<file path="src/epcs_pkg.sv">
// Shared constants, types and codes for the event peak cell spectrum block.
package epcs_pkg;

    localparam int GRID_CELLS    = 20;
    localparam int CELL_UM       = 10;
    localparam int SPECTRUM_BINS = 300;

    localparam int NCELLS     = GRID_CELLS * GRID_CELLS;
    localparam int SPAN_UM    = GRID_CELLS * CELL_UM;
    localparam int HALF_UM    = SPAN_UM / 2;
    localparam int SPEC_LEN   = SPECTRUM_BINS + 1;
    localparam int SPEC_DEPTH = 2 * SPEC_LEN;

    localparam int CELL_W      = $clog2(GRID_CELLS);
    localparam int GRID_AW     = $clog2(NCELLS);
    localparam int SPEC_AW     = $clog2(SPEC_DEPTH);
    localparam int SPEC_BIN_W  = $clog2(SPEC_LEN);
    localparam int POS_W       = 17;
    localparam int SPAN_W      = $clog2(SPAN_UM + 1);
    localparam int RECIP_SHIFT = 24;
    localparam int RECIP_W     = RECIP_SHIFT + 1;
    localparam int PROD_W      = SPAN_W + RECIP_W;
    localparam logic [RECIP_W-1:0] CELL_RECIP =
        RECIP_W'(((1 << RECIP_SHIFT) + CELL_UM - 1) / CELL_UM);

    localparam int EPOCH_W   = 8;
    localparam int CELL_DW   = 32;
    localparam int GRID_DW   = CELL_DW + EPOCH_W;
    localparam int SWEEP_LEN = (NCELLS > SPEC_DEPTH) ? NCELLS : SPEC_DEPTH;
    localparam int SWEEP_W   = $clog2(SWEEP_LEN);

    localparam int QUEUE_DEPTH = 4;
    localparam int QUEUE_AW    = $clog2(QUEUE_DEPTH);

    localparam logic [19:0] WIDTH_RESET = 20'd10000;
    localparam logic [31:0] SAT32       = 32'hFFFF_FFFF;

    localparam logic [1:0] ACT_HIT  = 2'd0;
    localparam logic [1:0] ACT_READ = 2'd1;
    localparam logic [1:0] ACT_END  = 2'd2;

    localparam logic [1:0] CLS_NONE = 2'd0;
    localparam logic [1:0] CLS_N    = 2'd1;
    localparam logic [1:0] CLS_G    = 2'd2;

    localparam logic KIND_PEAK = 1'b0;
    localparam logic KIND_READ = 1'b1;

    localparam logic [7:0] CH_E    = 8'h65;
    localparam logic [7:0] CH_A    = 8'h61;
    localparam logic [7:0] CH_L    = 8'h4C;
    localparam logic [7:0] CH_N    = 8'h6E;
    localparam logic [7:0] CH_G    = 8'h67;
    localparam logic [7:0] CH_HASH = 8'h23;

    typedef enum logic [1:0] {
        OP_HIT,
        OP_READ,
        OP_CLOSE
    } op_t;

    typedef struct packed {
        op_t               op;
        logic              open;
        logic [1:0]        class_set;
        logic              dep;
        logic [CELL_W-1:0] qx;
        logic [CELL_W-1:0] qy;
        logic [23:0]       edep;
        logic              sel;
        logic [8:0]        bin;
    } queue_entry_t;

endpackage

</file>
<file path="src/epcs_queue.sv">
// Short request queue between the classifier and the execution back end.
module epcs_queue import epcs_pkg::*; (
    input  logic         clk,
    input  logic         rst_n,
    input  logic         push,
    input  queue_entry_t push_entry,
    input  logic         pop,
    output queue_entry_t head,
    output logic         full,
    output logic         empty
);

    queue_entry_t          store_reg [QUEUE_DEPTH];
    logic [QUEUE_AW-1:0]   wr_ptr_reg;
    logic [QUEUE_AW-1:0]   rd_ptr_reg;
    logic [QUEUE_AW:0]     count_reg;

    assign full  = (count_reg == (QUEUE_AW+1)'(QUEUE_DEPTH));
    assign empty = (count_reg == '0);
    assign head  = store_reg[rd_ptr_reg];

    always_ff @(posedge clk)
    begin
        if (push)
        begin
            store_reg[wr_ptr_reg] <= push_entry;
        end
    end

    always_ff @(posedge clk or negedge rst_n)
    begin
        if (!rst_n)
        begin
            wr_ptr_reg <= '0;
            rd_ptr_reg <= '0;
            count_reg  <= '0;
        end
        else
        begin
            if (push)
            begin
                wr_ptr_reg <= wr_ptr_reg + 1'b1;
            end
            if (pop)
            begin
                rd_ptr_reg <= rd_ptr_reg + 1'b1;
            end
            if (push && !pop)
            begin
                count_reg <= count_reg + 1'b1;
            end
            else if (pop && !push)
            begin
                count_reg <= count_reg - 1'b1;
            end
        end
    end

endmodule

</file>
<file path="config.mk">
export PLATFORM = sky130hd
export DESIGN_NAME = epcs_queue
export DESIGN_NICKNAME = d
export VERILOG_FILES = /design/src/epcs_pkg.sv /design/src/epcs_queue.sv
export SDC_FILE = /design/constraint.sdc
export NUM_CORES = 1
export LEC_CHECK = 0
export ABC_CLOCK_PERIOD_IN_PS = 2780
export BUFFER_PORTS_ARGS = -buffer_cell sky130_fd_sc_hd__buf_2
export CAP_MARGIN = 20
export CORE_UTILIZATION = 50
export DETAILED_ROUTE_END_ITERATION = 16
export PLACE_DENSITY = 0.83
export SYNTH_ARGS = -nofsm -noshare
export SYNTH_HDL_FRONTEND = slang
export SYNTH_SLANG_ARGS = --single-unit
</file>
<file path="constraint.sdc">
create_clock -name clk -period 2.78 [get_ports clk]
set_input_delay 0.695 -clock clk [delete_from_list [all_inputs] [get_ports clk]]
set_output_delay 0.695 -clock clk [all_outputs]
set_load 0.02 [all_outputs]
</file>
After elaboration in Yosys (flattened, before gate mapping)
Memories as Yosys holds them, arrays and structs flattened.
Index checks and enable logic that the tools add are counted.
Storage, ports and cells
  logic and storage cells: 19
  bits in writable memories: 200
  memories kept: 1
  bits in registers: 7
  input bits: 54
  output and inout port bits: 52
Operators by class
  equal/unequal tests: 1
  add/subtract/negate cells: 4
  reduce and logical (&&, ||, !) cells: 6
  muxes and demuxes: 4
Memory list
  store_reg: depth 4, width 50, rd ports 1, clocked after Yosys merged registers in 0, wr ports 1, RTL line epcs_queue.sv:13  | queue_entry_t store_reg [QUEUE_DEPTH];
Operators by type and width (number)
  2-to-1 mux 3 bit: 2
  adder 2 x 1 -> 2 bit (second input constant): 2
  adder 3 x 1 -> 3 bit (second input constant): 1
  == test 3 bit (second input constant): 1
  logical NOT 3 bit: 1
  subtractor 3 x 1 -> 3 bit (second input constant): 1
  logical AND 1 bit: 2
  logical NOT 1 bit: 2
  2-to-1 mux 1 bit: 2
  nonzero test 2 bit: 1

Longest topological paths before layout
  word-level depth: 4
  gate-level depth with buffers: 7
  mapped depth without buffers: 7

Worst setup path before layout
OpenSTA, ideal clock, no wires.
  kind: in2reg
  start: in push
  end: mem store_reg[1][0] in the netlist's numbering, enable pin
  library setup time: 0.413 ns
  data required time: 2.367 ns
  arrival time: 1.889 ns
  cell stages on the path: 1
  slack: 0.478 ns
  buffers on the path: 0
  cell sequence: and2_1
Between the ends
  cells in the longest elaborated chain, start to end: 2
Ends and longest elaborated chain
  start, declared: RTL line epcs_queue.sv:5  | input logic push,
  2-to-1 mux 1 bit: RTL line epcs_queue.sv:24  | if (push)
  2-to-1 mux 1 bit (implied by the code): RTL line epcs_queue.sv:26  | store_reg[wr_ptr_reg] <= push_entry;
  end, declared: RTL line epcs_queue.sv:13
No other way between the ends.

==> flow_metrics.env <==
export IMPL_status="complete, no violations"
export IMPL_dp_hpwl_um=8110
export IMPL_finish_utilization=0.620
export IMPL_syn_avg_cell_area_um2=25.9
export IMPL_rr_worst_depth=4
export IMPL_grt_pass1_wl_um=20500
export IMPL_vias=3427
export IMPL_fin_skew_ns=0.0149
export IMPL_cp_end_kind="primary output"
export IMPL_die_area_um2=15800
export IMPL_slew_violations=0
export IMPL_min_path_type="input pin to async pin"
export IMPL_wl_um=13200
export IMPL_clk_latency_ns=0.48
export IMPL_grt_busiest_layer="met2"
export IMPL_layout_cells_most_common_list="200 x edfxtp_1, 105 x buf_2, 48 x mux4_2"
export IMPL_r2r_start="wr_ptr_reg[0]"
export IMPL_fill_cells=1025
export IMPL_fin_cells=627
export IMPL_cts_sinks=207
export IMPL_antennaDiodeCount=0
export IMPL_drive_above_1_share=0.460
export IMPL_path_max_fanout=18
export IMPL_grt_util_met2=0.312
export IMPL_grt_max_degree=51
export IMPL_grt_overflow_total=0
export IMPL_slowest_delay_ns=0.54
export IMPL_start_kind="register"
export IMPL_first_pass_iters=4
export IMPL_setup_viol=0
export IMPL_track_usage=0.173
export IMPL_largest_reg_flops=200
export IMPL_hold_violations=0
export IMPL_cts_clk_slew_worst_paths_ns=0.06
export IMPL_fmax_mhz=376
export IMPL_relSlewSlack=0.613
export IMPL_io_buffers=105
export IMPL_multi_input_area_um2=1340
export IMPL_fin_crit_ns=2.66
export IMPL_ios=106
export IMPL_cts_root_buf="clkbuf_16"
export IMPL_layout_commonest_cell="edfxtp_1"
export IMPL_ys_warnings_count=0
export IMPL_chipHeight_um=126
export IMPL_wl_per_cell_um=21.1
export IMPL_rr_endpoint="store_reg[2][31]"
export IMPL_grt_use_met3=0.0353
export IMPL_antenna_left=0
export IMPL_syn2layout_area_growth_pct=19.3
export IMPL_crit_arrival_ns=1.96
export IMPL_first_iter_violations=263
export IMPL_synthFlopType="edfxtp_1"
export IMPL_period_share=0.957
export IMPL_leakage_nw=3.20
export IMPL_synthCells=296
export IMPL_power_density_nw_per_um2=1100
export IMPL_synth_seq_cells=207
export IMPL_start_util=0.520
export IMPL_die_w_um=126
export IMPL_post_cts_resize_count=0
export IMPL_gp_congestion=0.701
export IMPL_rows=44
export IMPL_dp_cells=587
export IMPL_fin_nets=493
export IMPL_synthDistinctLibCells=20
export IMPL_worst_pin_slew_ns=0.581
export IMPL_synth_edf_count=200
export IMPL_maxCapViolCount=0
export IMPL_finalSetupTns_ns=0
export IMPL_cts_tree="built"
export IMPL_power_mw=10.0
export IMPL_crit_start="rd_ptr_reg[0]"
export IMPL_core_area_um2=14800
export IMPL_cp_cell_sequence="buf_12 > mux4_2 > buf_2"
export IMPL_antenna_found_initial=0
export IMPL_ys_async_sr_fraction=0.0338
export IMPL_met1_usage=0.216
export IMPL_crit_end="head[3]"
export IMPL_vias_per_cell=5.47
export IMPL_ys_seq_area_frac=0.806
export IMPL_rrSetupSlack_ns=1.00
export IMPL_cts_buffers=21
export IMPL_synthesis_area_um2=7670
export IMPL_regArea_um2=6190
export IMPL_required_ns=2.09
export IMPL_synthesis_nets=356
export IMPL_drc=0
export IMPL_ir_worst_vdd_v=0.000704
export IMPL_rsz0062_at_grt="no"
export IMPL_critical_path_class="register to primary output"
export IMPL_ctsHtreeMaxLevel=1
export IMPL_first_global_vias=3711
export IMPL_crit_slowest_cell="dfrtp_4"
export IMPL_clk_path_buf_depth=3
## worst min-delay path by stage
stage            startpoint       endpoint  depth (start not counted)
2_1_floorplan         rst_n   count_reg[0]                          0
3_3_place_gp   count_reg[2]   count_reg[2]                          1
3_5_place_dp   count_reg[2]   count_reg[2]                          1
4_1_cts               rst_n  rd_ptr_reg[0]                          1
5_1_grt               rst_n  rd_ptr_reg[0]                          1
6_report              rst_n  rd_ptr_reg[0]                          1
## stage by stage
step / hold slack, ns / setup slack [ns] / area, um^2
final: 0.0453 / 0.121 / 9150
after detailed placement: 0.497 / 0.372 / 8490
after global routing: 0.0386 / 0.0513 / 9150
after global placement: 0.473 / 0.390 / 8490
after CTS: 0.0396 / 0.0121 / 9100
after floorplan: 0.399 / 0.478 / 7670
## layer usage
| metal | vias to the layer above | part of all wire | wire (um) |
|---|---|---|---|
| met2 | 104 | 0.53 | 7030 |
| li1 | 1527 | - | - |
| met3 | 21 | 0.052 | 689 |
| met4 | 0 | 0.016 | 208 |
| met1 | 1775 | 0.40 | 5300 |
| met5 | - | 0 | 0 |
## logic make-up after synthesis
| family | Yosys count | share of synthesized area |
|---|---|---|
| DFF | 207 | 0.806 |
| muxes | 51 | 0.149 |
| buffers and inverters | 16 | 0.0202 |
| and+or+nand+nor | 9 | 0.00636 |
| xor gates and xnor gates | 6 | 0.00685 |
| adders and majority gates | 6 | 0.0108 |
| AOI/OAI and AO/OA | 1 | 0.000652 |
## cell type report
cell class                 instances  share of cell area
clock buffer                      28              0.0603
sequential                       207               0.676
multi-input combinational         73               0.146
inverter                           4             0.00164
tap                              184              0.0252
clock inverter                     5             0.00547
timing repair buffer             126              0.0851
## critical path: cells and delay by family, from the launching register on
family                 cells  cell delay (ns)
multiplexers               1             0.54
flip-flops                 1             0.54
buffers and inverters      2             0.41
## synthesized netlist by cell type, types with 2 or more instances
master,instances,share of area
buf_2,5,0.0033
mux4_1,2,0.0069
edfxtp_1,200,0.78
xnor2_1,2,0.0023
inv_1,4,0.0020
dfrtp_1,7,0.023
and2_1,4,0.0033
buf_12,5,0.013
mux4_2,48,0.14
ha_1,5,0.0082
xor2_1,4,0.0046
nand2_1,2,0.00098
## repair_timing
| item | CTS | global route |
|---|---|---|
| setup buffers | 1 | 6 |
| hold endpoints to repair | 0 | 0 |
| endpoints found under the setup margin | 34 | 26 |
| hold buffers | 0 | 0 |
| cloned | 0 | 0 |
## where the power goes
| group | leakage, nW | internal, mW | switching (mW) |
|---|---|---|---|
| Sequential | 1.92 | 4.09 | 0.198 |
| Clock | 0.290 | 1.47 | 1.02 |
| Combinational | 0.991 | 1.44 | 1.82 |
| Total | 3.20 | 7.00 | 3.04 |
No activity file was read; power rests on OpenSTA's default activity.
