`config.mk`:
```
export PLATFORM = sky130hd
export DESIGN_NAME = epcs_front
export DESIGN_NICKNAME = d
export VERILOG_FILES = /design/src/epcs_pkg.sv /design/src/epcs_front.sv
export SDC_FILE = /design/constraint.sdc
export NUM_CORES = 1
export LEC_CHECK = 0
export ABC_AREA = 1
export ABC_CLOCK_PERIOD_IN_PS = 5700
export BUFFER_PORTS_ARGS = -buffer_cell sky130_fd_sc_hd__buf_2
export CAP_MARGIN = 5
export CORE_ASPECT_RATIO = 0.5
export CORE_UTILIZATION = 35
export DETAILED_ROUTE_END_ITERATION = 10
export PLACE_DENSITY = 0.63
export SLEW_MARGIN = 25
export SYNTH_ARGS = -nofsm -noshare
export SYNTH_HDL_FRONTEND = slang
export SYNTH_SLANG_ARGS = --single-unit
```
`constraint.sdc`:
```
create_clock -name clk -period 5.7 [get_ports clk]
set_clock_uncertainty 0.15 [all_clocks]
set_input_delay 0.855 -clock clk [delete_from_list [all_inputs] [get_ports clk]]
set_output_delay 0.855 -clock clk [all_outputs]
set_load 0.05 [all_outputs]
```
`src/epcs_pkg.sv`:
```
// Shared constants, types and codes for the event peak cell spectrum block.
package epcs_pkg;

    localparam int GRID_CELLS    = 20;
    localparam int CELL_UM       = 10;
    localparam int SPECTRUM_BINS = 300;

    localparam int NCELLS     = GRID_CELLS * GRID_CELLS;
    localparam int SPAN_UM    = GRID_CELLS * CELL_UM;
    localparam int HALF_UM    = SPAN_UM / 2;
    localparam int SPEC_LEN   = SPECTRUM_BINS + 1;
    localparam int SPEC_DEPTH = 2 * SPEC_LEN;

    localparam int CELL_W      = $clog2(GRID_CELLS);
    localparam int GRID_AW     = $clog2(NCELLS);
    localparam int SPEC_AW     = $clog2(SPEC_DEPTH);
    localparam int SPEC_BIN_W  = $clog2(SPEC_LEN);
    localparam int POS_W       = 17;
    localparam int SPAN_W      = $clog2(SPAN_UM + 1);
    localparam int RECIP_SHIFT = 24;
    localparam int RECIP_W     = RECIP_SHIFT + 1;
    localparam int PROD_W      = SPAN_W + RECIP_W;
    localparam logic [RECIP_W-1:0] CELL_RECIP =
        RECIP_W'(((1 << RECIP_SHIFT) + CELL_UM - 1) / CELL_UM);

    localparam int EPOCH_W   = 8;
    localparam int CELL_DW   = 32;
    localparam int GRID_DW   = CELL_DW + EPOCH_W;
    localparam int SWEEP_LEN = (NCELLS > SPEC_DEPTH) ? NCELLS : SPEC_DEPTH;
    localparam int SWEEP_W   = $clog2(SWEEP_LEN);

    localparam int QUEUE_DEPTH = 4;
    localparam int QUEUE_AW    = $clog2(QUEUE_DEPTH);

    localparam logic [19:0] WIDTH_RESET = 20'd10000;
    localparam logic [31:0] SAT32       = 32'hFFFF_FFFF;

    localparam logic [1:0] ACT_HIT  = 2'd0;
    localparam logic [1:0] ACT_READ = 2'd1;
    localparam logic [1:0] ACT_END  = 2'd2;

    localparam logic [1:0] CLS_NONE = 2'd0;
    localparam logic [1:0] CLS_N    = 2'd1;
    localparam logic [1:0] CLS_G    = 2'd2;

    localparam logic KIND_PEAK = 1'b0;
    localparam logic KIND_READ = 1'b1;

    localparam logic [7:0] CH_E    = 8'h65;
    localparam logic [7:0] CH_A    = 8'h61;
    localparam logic [7:0] CH_L    = 8'h4C;
    localparam logic [7:0] CH_N    = 8'h6E;
    localparam logic [7:0] CH_G    = 8'h67;
    localparam logic [7:0] CH_HASH = 8'h23;

    typedef enum logic [1:0] {
        OP_HIT,
        OP_READ,
        OP_CLOSE
    } op_t;

    typedef struct packed {
        op_t               op;
        logic              open;
        logic [1:0]        class_set;
        logic              dep;
        logic [CELL_W-1:0] qx;
        logic [CELL_W-1:0] qy;
        logic [23:0]       edep;
        logic              sel;
        logic [8:0]        bin;
    } queue_entry_t;

endpackage

```
`src/epcs_front.sv`:
```
// Front end: accepts requests, tracks the open event and classifies hits.
module epcs_front import epcs_pkg::*; (
    input  logic                clk,
    input  logic                rst_n,
    input  logic                in_valid,
    output logic                in_ready,
    input  logic [1:0]          action,
    input  logic [31:0]         event_id,
    input  logic [7:0]          particle_char,
    input  logic [7:0]          process_char,
    input  logic signed [15:0]  x_um,
    input  logic signed [15:0]  y_um,
    input  logic [23:0]         edep_ev,
    input  logic                spectrum_select,
    input  logic [8:0]          spectrum_bin,
    input  logic                init_done,
    input  logic                q_full,
    output logic                q_push,
    output queue_entry_t        q_entry
);

    logic [31:0]       cur_event_reg;
    logic              seen_reg;
    logic              accept;
    logic              keep;
    logic [POS_W-1:0]  dx;
    logic [POS_W-1:0]  dy;
    logic              in_x;
    logic              in_y;
    logic [PROD_W-1:0] px;
    logic [PROD_W-1:0] py;
    logic              is_dep_particle;

    assign in_ready = init_done && !q_full;
    assign accept   = in_valid && in_ready;

    always_comb
    begin
        dx = {x_um[15], x_um} + POS_W'(HALF_UM);
        dy = {y_um[15], y_um} + POS_W'(HALF_UM);
        in_x = !dx[POS_W-1] && (dx[POS_W-2:0] < (POS_W-1)'(SPAN_UM));
        in_y = !dy[POS_W-1] && (dy[POS_W-2:0] < (POS_W-1)'(SPAN_UM));
        // divide by the cell size through a reciprocal; exact over the window
        px = PROD_W'(dx[SPAN_W-1:0]) * PROD_W'(CELL_RECIP);
        py = PROD_W'(dy[SPAN_W-1:0]) * PROD_W'(CELL_RECIP);
        is_dep_particle = (particle_char == CH_E) || (particle_char == CH_A)
                       || (particle_char == CH_L);

        q_entry.open = !seen_reg || (event_id != cur_event_reg);
        q_entry.class_set = CLS_NONE;
        if (process_char == CH_HASH)
        begin
            if (particle_char == CH_N)
            begin
                q_entry.class_set = CLS_N;
            end
            else if (particle_char == CH_G)
            begin
                q_entry.class_set = CLS_G;
            end
        end
        q_entry.dep  = is_dep_particle && in_x && in_y;
        q_entry.qx   = px[RECIP_SHIFT +: CELL_W];
        q_entry.qy   = py[RECIP_SHIFT +: CELL_W];
        q_entry.edep = edep_ev;
        q_entry.sel  = spectrum_select;
        q_entry.bin  = spectrum_bin;

        unique case (action)
            ACT_HIT:
            begin
                q_entry.op = OP_HIT;
                keep = 1'b1;
            end
            ACT_READ:
            begin
                q_entry.op = OP_READ;
                keep = 1'b1;
            end
            ACT_END:
            begin
                q_entry.op = OP_CLOSE;
                keep = seen_reg;
            end
            default:
            begin
                q_entry.op = OP_CLOSE;
                keep = 1'b0;
            end
        endcase
    end

    assign q_push = accept && keep;

    always_ff @(posedge clk or negedge rst_n)
    begin
        if (!rst_n)
        begin
            cur_event_reg <= '0;
            seen_reg      <= 1'b0;
        end
        else if (accept)
        begin
            if (action == ACT_HIT)
            begin
                cur_event_reg <= event_id;
                seen_reg      <= 1'b1;
            end
            else if (action == ACT_END)
            begin
                seen_reg <= 1'b0;
            end
        end
    end

endmodule

```
* Word-level counts from Yosys, hierarchy flattened *
Cells that the tools add are included.
W data, S select, Z words.

storage, ports and cells
  bits in latches = 0
  output and inout bits = 52
  logic and storage cells = 43
  RAM bits = 0
  register bits = 33
  input bits = 121
  memories kept = 0
  memory bits (read-only) = 0

cells by class
  bitwise logic cells = 0
  reductions and logical operators = 19
  equality and inequality tests = 9
  $add $sub $neg = 2
  $lt $le $gt $ge = 2
  muxes and demuxes = 7
  multipliers = 2
  divide/modulo/power cells = 0
  shift-type cells = 0

operators with widths
  cell                     number
  $mul A8 B20 Y28 const B  2
  $eq A8 B7 Y1 const B     5
  $add A16 B8 Y17 const B  2
  $lt A16 B8 Y1 const B    2
  $ne A32 B32 Y1           1
  $eq A8 B6 Y1 const B     1
  $logic_and A1 B1 Y1      7
  $mux W2                  3
  $logic_not A1 Y1         4
  $pmux W2 S2              1
  $reduce_and A2 Y1        2
  $logic_or A1 B1 Y1       3
  $eq A2 B1 Y1 const B     1
  $eq A2 B2 Y1 const B     1
  $logic_not A2 Y1         1
  $mux W1                  2
  $pmux W1 S2              1
  $reduce_bool A2 Y1       1
  $reduce_or A2 Y1         1

* Depth between registers and ports, before layout *
  depth in word-level cells = 5
  depth in mapped cells = 24
  depth with buffers taken out = 24

* Worst setup path before layout *
No wires, ideal clock.

  path type = input-to-output
  from = input port x_um[2]
  to = output port q_entry[40] in the netlist's numbering
  required time = 4.695 ns
  arrival time = 5.033 ns
  slack = -0.338 ns
  buffers on the path = 0
  stages on the path = 19
  cell sequence = ha_1 nand2_1 inv_1 o21ai_0 nand2_1 ha_1 inv_1 fa_1 inv_1 fa_1 inv_1 fa_1 inv_1 ha_1 nand2_1 nor4_2 nand2_1 nand2_1 xor2_1

RTL lines
  item                RTL line          text
  start: declaration  epcs_front.sv:11  input logic signed [15:0] x_um,
  end: declaration    epcs_front.sv:19  output queue_entry_t q_entry

==> qor.txt <==
initial antenna violation count - 0
Mapped Cells - 845
drc violations - 0
Core ar. - 16560 um2
Fin. Hold Viols - 0
r2r worst-path depth - 1
Total GRT Usage - 0.1638
Peak VDD IR - 0.0004852 V
Die Height - 94.57 um
Max Slew Vio Count - 0
syn_nets - 1098
Sequential Power Share - 0.097
die area - 17700 um2
leak pwr - 4.149 nW
CTS tree - yes
startpoint types - input pin
crit path time final - 5.577 ns
worst slack at placement - -0.3440 ns
CP endpoint - q_entry[39]
commonest cells after routing, fill and taps aside - 162 x nand2_1, 147 x inv_1, 90 x buf_2
Worst Path Class, Setup - input pin to output pin
combinational power share - 0.809
Max Buffers Root-to-Sink - 2
synthesis warning total - 0
Worst setup startpoint - x_um[2]
power per cell area - 421.3 nW/um2
routed wire length per instance - 12.06 um
number of CTS-inserted buffers - 5
synth unique cells - 42
period utilisation layout - 0.9784
commonest non-fill, non-tap cell in the layout - nand2_1
Filler cells - 1635
Vias - 5683
first-pass GRT wire length - 24410 um
critical path peak fanout - 3
Most common cell on crit path - nand2_1
Final setup viols - 0
drt initial violations - 241
initial core utilization - 0.3623
Worst Hold Class - flop to flop
layout cells sized above 1 - 0.3008
Int Pwr - 1.651 mW
Clock power frac - 0.095
Worst Max-Slew Pin Slew - 0.7507 ns
RSZ-0062 raised after global routing - yes
# nets final - 1236
Syn Std Cell Area - 5998 um2
Psw - 1.650 mW
clk_lat worst skew - 0.28 ns
Syn Area/Cell - 7.099 um2
final wirelength - 14600 um
CTS HTree Levels - 2
critical path's slowest cell - fa_1
# clock sinks - 33
Critical Path Max Stage Delay - 0.53 ns
Final Power - 3.301 mW
Ant. Diodes - 0
Worst Hold Slack - 0.3585 ns
largest net degree at the start of global routing - 59
Critical Path Sink Type - output pin
DR vias/cell - 4.693
GP Congestion - 0.8739
R2R Path Start - cur_event_reg[8]$_DFFE_PN0P_
FP Rows - 33
#FFs+latches synth - 33
maximum capacitance violations - 0
Final WS setup - 0.1229 ns
vias in the first global route - 5540
1st-pass router iterations - 5
Worst-path clk slew - 0.05 ns
WP data arrival - 4.57 ns
total gr overflow - 0
Largest register FFs - 32
r2r setup slk - 4.79 ns
IO Count - 173
die width - 187.1 um
Slew headroom - 0.4996
Fmax achieved - 179.3 MHz
Antenna Nets Post-Route - 0
switching share of power - 0.4999
outcome - finished clean
Worst R2R End - cur_event_reg[8]$_DFFE_PN0P_
Clock Root Buffer - clkbuf_16
Synth-to-Final Area Change - 30.64%
setup TNS - 0 ns
Required @ worst endpoint - 4.70 ns
register area share after synthesis - 0.1377
port buffer count - 104
DP Wirelength - 12350 um
-- routing by layer --
layer	global-route usage	up-vias	part of all wire
met5	0	-	0
met4	0.03347	0	0.018
met3	0.01858	33	0.038
met2	0.2918	112	0.47
met1	0.2154	2574	0.47
li1	-	2964	-
-- power groups by stage --
| stage | Sequential, mW | Combinational (mW) | Clock, mW |
|---|---|---|---|
| after floorplan | 0.314 | 1.61 | 0 |
| after global placement | 0.320 | 2.14 | 0 |
| after detailed placement | 0.322 | 2.18 | 0 |
| after CTS | 0.319 | 2.37 | 0.318 |
| after global routing | 0.325 | 2.97 | 0.329 |
| final | 0.319 | 2.67 | 0.313 |
-- critical path: cells and delay by family --
kind                     cells  cell delay (ns)
XOR/XNOR                     1             0.19
adder cells (fa/ha/maj)      5             2.01
AND/OR/NAND/NOR              8             0.57
AO/OA/AOI/OAI                3             0.26
buffers and inverters        9             0.68
-- kinds of logic (layout without fill, tap and decap cells) --
group / Yosys count / after routing / share of synthesized area
and+or+nand+nor: 327 / 327 / 0.2420
buffers and inverters: 206 / 345 / 0.1510
adders and majority gates: 132 / 132 / 0.3154
AOI/OAI and AO/OA: 117 / 117 / 0.1072
DFF: 33 / 33 / 0.1377
xor gates and xnor gates: 23 / 23 / 0.03358
muxes: 7 / 7 / 0.01314
-- timing repair --
| item | in CTS | in global routing |
|---|---|---|
| hold buffers | 0 | 0 |
| pin swaps | 18 | 26 |
| resized for setup | 53 | 86 |
| setup endpoints to repair | 10 | 10 |
| setup buffers | 2 | 2 |
-- cell usage after synthesis, drive strengths merged --
cell	n	area, um2
o21a	1	7.510
nand4	14	93.84
nor2	57	229.0
a21boi	2	15.01
nor3	18	100.1
ha	100	1251
nand3	39	215.2
o21bai	1	7.510
nor3b	1	7.510
xnor2	10	87.58
o211ai	2	15.01
o22ai	6	37.54
a211oi	2	15.01
a31oi	3	18.77
a21oi	32	163.9
mux2	7	78.83
dfrtp	33	825.8
a21o	4	30.03
fa	32	640.6
clkbuf	4	15.01
nand2	183	699.4
buf	38	275.3
a22o	2	17.52
xor2	13	113.9
o31ai	2	15.01
inv	164	615.6
nor4	8	56.30
or2	2	12.52
o21ai	60	300.3
nand3b	5	37.54
-- metrics by stage --
| stage | std cells | instance area, um2 | util |
|---|---|---|---|
| 3_5_place_dp | 1199 | 7033 | 0.4248 |
| 2_1_floorplan | 845 | 6031 | - |
| 5_1_grt | 1211 | 7836 | 0.4733 |
| 3_3_place_gp | 1199 | 7033 | 0.4248 |
| 6_report | 1211 | 7836 | 0.4733 |
| 4_1_cts | 1209 | 7425 | 0.4484 |
-- final cells by class --
class	instances	area [um2]	share of cell area
repair buffers	173	1137	0.1451
inverters	164	620.6	0.07920
well taps	227	284.0	0.03624
clock buffers	7	142.6	0.01820
flip-flops and latches	33	825.8	0.1054
multi-input cells	606	4796	0.6120
clock inverters	1	30.03	0.003832
-- worst min-delay path by stage --
stage,startpoint,to,slack [ns],cells past startpoint
final,cur_event_reg[10]$_DFFE_PN0P_,cur_event_reg[10]$_DFFE_PN0P_,0.36,2
after global routing,cur_event_reg[27]$_DFFE_PN0P_,cur_event_reg[27]$_DFFE_PN0P_,0.38,2
after CTS,cur_event_reg[27]$_DFFE_PN0P_,cur_event_reg[27]$_DFFE_PN0P_,0.36,2
after detailed placement,cur_event_reg[27]$_DFFE_PN0P_,cur_event_reg[27]$_DFFE_PN0P_,0.35,2
after global placement,cur_event_reg[13]$_DFFE_PN0P_,cur_event_reg[13]$_DFFE_PN0P_,0.34,2
after floorplan,cur_event_reg[13]$_DFFE_PN0P_,cur_event_reg[13]$_DFFE_PN0P_,0.32,2
Note: power is estimated with default switching activity, not from simulation.
